===== src/rtl/pva_pkg.sv =====
`default_nettype none
package pva_pkg;

    localparam int MAX_VERTICES = 256;
    localparam int COORD_BITS   = 24;
    localparam int COORD_W      = 24;
    localparam int AREA_W       = 57;
    localparam int PROD_W       = 2 * COORD_W;
    localparam int CROSS_W      = PROD_W + 1;
    localparam int ACC_W        = AREA_W + 1;
    localparam int CNT_W        = $clog2(MAX_VERTICES + 1);
    localparam int Q_DEPTH      = 4;
    localparam int Q_AW         = $clog2(Q_DEPTH);
    localparam int Q_CNT_W      = $clog2(Q_DEPTH + 1);
    localparam int COORD_SH     = COORD_W - COORD_BITS;

    localparam logic signed [ACC_W-1:0] SUM_LIMIT =
        ACC_W'(MAX_VERTICES) <<< (2 * COORD_BITS - 1);

    typedef logic signed [COORD_W-1:0] t_coord;
    typedef logic signed [AREA_W-1:0]  t_area;
    typedef logic signed [PROD_W-1:0]  t_prod;
    typedef logic signed [CROSS_W-1:0] t_cross;

    typedef struct packed {
        t_coord x;
        t_coord y;
        t_coord z;
    } t_vec;

    // one cross product to accumulate; last closes the polygon
    typedef struct packed {
        t_vec a;
        t_vec b;
        logic last;
        logic sat;
    } t_job;

    typedef struct packed {
        logic full;
        logic empty;
    } t_q_stat;

    // only the low COORD_BITS bits carry the coordinate
    function automatic t_coord sext_coord(input t_coord raw);
        t_coord s;
        s = raw <<< COORD_SH;
        return s >>> COORD_SH;
    endfunction

    function automatic t_area sat_add(input t_area sum, input t_cross term);
        logic signed [ACC_W-1:0] s;
        s = ACC_W'(sum) + ACC_W'(term);
        if (s > SUM_LIMIT) begin
            s = SUM_LIMIT;
        end else if (s < -SUM_LIMIT) begin
            s = -SUM_LIMIT;
        end
        return AREA_W'(s);
    endfunction

endpackage
`default_nettype wire


===== src/rtl/pva_queue.sv =====
`default_nettype none
module pva_queue
    import pva_pkg::*;
(
    input  wire logic    i_clk,
    input  wire logic    i_rst_n,
    input  wire logic    i_push,
    input  wire t_job    i_job,
    input  wire logic    i_pop,
    output t_job         o_job,
    output t_q_stat      o_stat
);

    t_job                r_mem [Q_DEPTH];
    logic [Q_AW-1:0]     r_wr;
    logic [Q_AW-1:0]     r_rd;
    logic [Q_CNT_W-1:0]  r_cnt;

    assign o_job        = r_mem[r_rd];
    assign o_stat.full  = (r_cnt == Q_CNT_W'(Q_DEPTH));
    assign o_stat.empty = (r_cnt == '0);

    always_ff @(posedge i_clk) begin
        if (i_push) begin
            r_mem[r_wr] <= i_job;
        end
    end

    always_ff @(posedge i_clk) begin
        if (!i_rst_n) begin
            r_wr  <= '0;
            r_rd  <= '0;
            r_cnt <= '0;
        end else begin
            if (i_push) begin
                r_wr <= (r_wr == Q_AW'(Q_DEPTH - 1)) ? '0 : r_wr + 1'b1;
            end
            if (i_pop) begin
                r_rd <= (r_rd == Q_AW'(Q_DEPTH - 1)) ? '0 : r_rd + 1'b1;
            end
            case ({i_push, i_pop})
                2'b10:   r_cnt <= r_cnt + 1'b1;
                2'b01:   r_cnt <= r_cnt - 1'b1;
                default: r_cnt <= r_cnt;
            endcase
        end
    end

endmodule
`default_nettype wire


===== config.mk =====
export PLATFORM = sky130hd
export DESIGN_NAME = pva_queue
export DESIGN_NICKNAME = d
export VERILOG_FILES = /design/src/rtl/pva_pkg.sv /design/src/rtl/pva_queue.sv
export SDC_FILE = /design/constraint.sdc
export NUM_CORES = 1
export LEC_CHECK = 0
export BUFFER_PORTS_ARGS = -buffer_cell sky130_fd_sc_hd__buf_2
export CORE_ASPECT_RATIO = 1.5
export CORE_UTILIZATION = 55
export CTS_BUF_LIST = sky130_fd_sc_hd__clkbuf_16
export DETAILED_ROUTE_END_ITERATION = 7
export PLACE_DENSITY = 0.77
export SETUP_SLACK_MARGIN = 0.2
export SLEW_MARGIN = 20
export SYNTH_ARGS = -nofsm -noshare
export SYNTH_HDL_FRONTEND = slang
export SYNTH_SLANG_ARGS = --single-unit

===== constraint.sdc =====
create_clock -name i_clk -period 6.2 [get_ports i_clk]
set_input_delay 0.93 -clock i_clk [delete_from_list [all_inputs] [get_ports i_clk]]
set_output_delay 0.93 -clock i_clk [all_outputs]
set_load 0.005 [all_outputs]

==> flow_summary.json <==
{
  "synthesis.area_sq_um": 21500,
  "finalWirelength_mm": 40.04,
  "initial_core_util_pct": 55.79,
  "syn_inst": 809,
  "cts_buffers": 51,
  "status": "finished, final reports clean",
  "tns_ps": 0,
  "p_sw_share_pct": 19.93,
  "p_int_uw": 6755,
  "fin_crit_ps": 3984,
  "grt_max_degree": 84,
  "hold_path_class": "reg2reg",
  "grt_pass1_wl_mm": 58.82,
  "mostFrequentLayoutCell": "edfxtp_1",
  "die_h_um": 244.1,
  "crit_path_start_kind": "register",
  "rows": 88,
  "clk_pin_slew_worst_paths_ps": 60,
  "final_antenna_net_count": 0,
  "setup.worst_path.end_class": "primary output",
  "dp.cells": 1581,
  "wl_per_cell_um": 23.79,
  "grt_use_total_pct": 20.33,
  "layout_common_cells": "584 x edfxtp_1, 297 x buf_2, 146 x mux4_2",
  "final.fill_count": 2483,
  "p_sw_uw": 1681,
  "die_w_um": 163.4,
  "rsz0062_at_grt": "false",
  "crit_fanout": 82,
  "cp.required_ps": 5270,
  "io_buffers": 297,
  "synth_cell_types": 24,
  "drc": 0,
  "worstPathArrival_ps": 3050,
  "place_ws_ps": 2726,
  "grt_pass1_vias": 10120,
  "timing_hold_violations_final": 0,
  "worstSkewPairLatency_ps": 560,
  "drv_slew": 0,
  "syn_nets": 966,
  "leakage_uw": 0.008478,
  "cts_buffer_depth": 3,
  "detail_route.vias_per_cell": 5.632,
  "max_slew_margin_pct": 31.27,
  "hold_buffers": 0,
  "ys_seq_elements": 593,
  "seq_power_share_pct": 55.0,
  "setup_slack_ps": 2216,
  "final_util_pct": 65.53,
  "grt_overflow_total": 0,
  "drt_iter0_markers": 668,
  "dr.pass1.iters": 4,
  "ir_worst_vdd_v": 0.0003085,
  "min_period_over_period_pct": 64.25,
  "clkPwrFrac_pct": 37.7,
  "synth-seq-area-share_pct": 82.41,
  "clock.fmax_ghz": 0.2510,
  "dieArea_sq_um": 39900,
  "cp_slowest_cell": "dfxtp_4",
  "p_comb_share_pct": 7.4,
  "finalSetupViolCount": 0,
  "stdcell_count": 1683,
  "critPathBufInv": 2,
  "antenna_found_initial": 16,
  "ios": 298,
  "path_class": "reg2out",
  "ctsRootBufferMaster": "clkbuf_16",
  "design.core.area_sq_um": 38540,
  "cts_tree": "yes",
  "cp_top_family": "flip-flops",
  "cp_cell_sequence": "buf_12 -> mux4_2 -> buf_2",
  "drive_gt1_share_pct": 45.45,
  "clock_sinks": 593,
  "syn2layout_area_growth_pct": 17.46,
  "cap_violations": 0,
  "syn_avg_cell_area_sq_um": 26.58,
  "max_slew.worst_pin.slew_ps": 1031,
  "max_stage_delay_ps": 920,
  "p_per_area_nw_per_um2": 334.1,
  "gp_congestion": 0.7650,
  "nets": 1296,
  "cts_resized": 0,
  "hpwl_mm": 23.67,
  "num_vias": 9479,
  "htreeDepth": 2,
  "finClkSkew_ps": 12.27,
  "cts_setup_buffers": 0,
  "synth_warnings": 0
}
worst reg2reg max path, stage by stage (launching register included):
cell     delay, ps
dfxtp_1        350
inv_1           90
ha_1           150
and2_4         700
buf_4          770
final timing paths:
path	from	endpoint	slack, ps	depth (start not counted)
setup / recovery	register	o_job[98]	2220	3
hold / removal	r_cnt[2]	r_cnt[2]	530	2
setup reg to reg	r_wr[0]	r_mem[2][97]	3700	4
hold reg to reg	r_cnt[2]	r_cnt[2]	530	2
cell type report:
class / count / area [sq um] / area share (%)
Antenna cell: 13 / 32.53 / 0.1288
Clock buffer: 53 / 1326 / 5.252
Clock inverter: 36 / 366.6 / 1.452
Inverter: 6 / 22.52 / 0.08918
Multi-Input combinational cell: 178 / 3560 / 14.10
Sequential cell: 593 / 17720 / 70.19
Tap cell: 495 / 619.3 / 2.453
Timing Repair Buffer: 309 / 1602 / 6.342
cells by family (layout without fill, tap and decap cells):
logic type                 after synthesis  after routing  share of synthesized area (%)
other                                    0             13                              0
AOI/OAI and AO/OA                        5              5                         0.1397
DFF                                    593            593                          82.41
muxes                                  148            148                          15.39
adders and majority gates                7              7                         0.4423
xor gates and xnor gates                 2              2                        0.08149
buffers and inverters                   38            404                          1.082
and+or+nand+nor                         16             16                         0.4597
Yosys cell counts:
| cell type | instances | area (sq um) |
|---|---|---|
| clkbuf_1 | 2 | 7.510 |
| o21a_1 | 1 | 7.510 |
| and3_1 | 1 | 6.260 |
| a21oi_1 | 1 | 5.000 |
| dfxtp_1 | 9 | 180.2 |
| fa_1 | 1 | 20.02 |
| o21ai_0 | 2 | 10.01 |
| mux4_2 | 146 | 3288 |
| inv_1 | 6 | 22.52 |
| nor3_1 | 1 | 5.000 |
| nand2_1 | 1 | 3.750 |
| buf_4 | 11 | 82.58 |
| nor2b_1 | 4 | 25.02 |
| buf_2 | 15 | 75.07 |
| mux2i_1 | 2 | 20.02 |
| nor3b_1 | 2 | 15.01 |
| xnor2_1 | 1 | 8.760 |
| and2_1 | 6 | 37.54 |
| a21boi_0 | 1 | 7.510 |
| ha_1 | 6 | 75.07 |
| edfxtp_1 | 584 | 17540 |
| buf_6 | 4 | 45.04 |
| xor2_1 | 1 | 8.760 |
| or3_1 | 1 | 6.260 |
power groups by stage:
| stage | clock (uW) | combinational (uW) | sequential, uW |
|---|---|---|---|
| after global routing | 3380 | 676 | 4650 |
| final | 3180 | 621 | 4640 |
| after floorplan | 0 | 356 | 4700 |
| after CTS | 3250 | 637 | 4640 |
| after global placement | 0 | 622 | 4710 |
| after detailed placement | 0 | 633 | 4720 |
sequential cells by signal (all words and copies together) (netlist names), named ones only:
signal,cells
r_mem,584
r_cnt,3
r_rd,2
r_wr,2
metal layers:
metal | global-route usage, % | part of all wire, % | routed length (um) | vias to the layer above
li1 | - | - | - | 4162
met1 | 24.28 | 37 | 14660 | 4924
met2 | 34.62 | 53 | 21290 | 293
met3 | 4.410 | 5.7 | 2265 | 94
met4 | 10.34 | 4.5 | 1792 | 6
met5 | 0 | 0.070 | 28 | -
stage by stage:
stage                     hold slack, ps  power, uW  area (sq um)
after floorplan                    472.9       5060         21500
final                              530.7       8436         25250
after global routing               552.4       8708         25250
after detailed placement           522.8       5357         23530
after CTS                          531.9       8524         25220
after global placement             488.5       5335         23530
(Power assumes the default switching activity.)
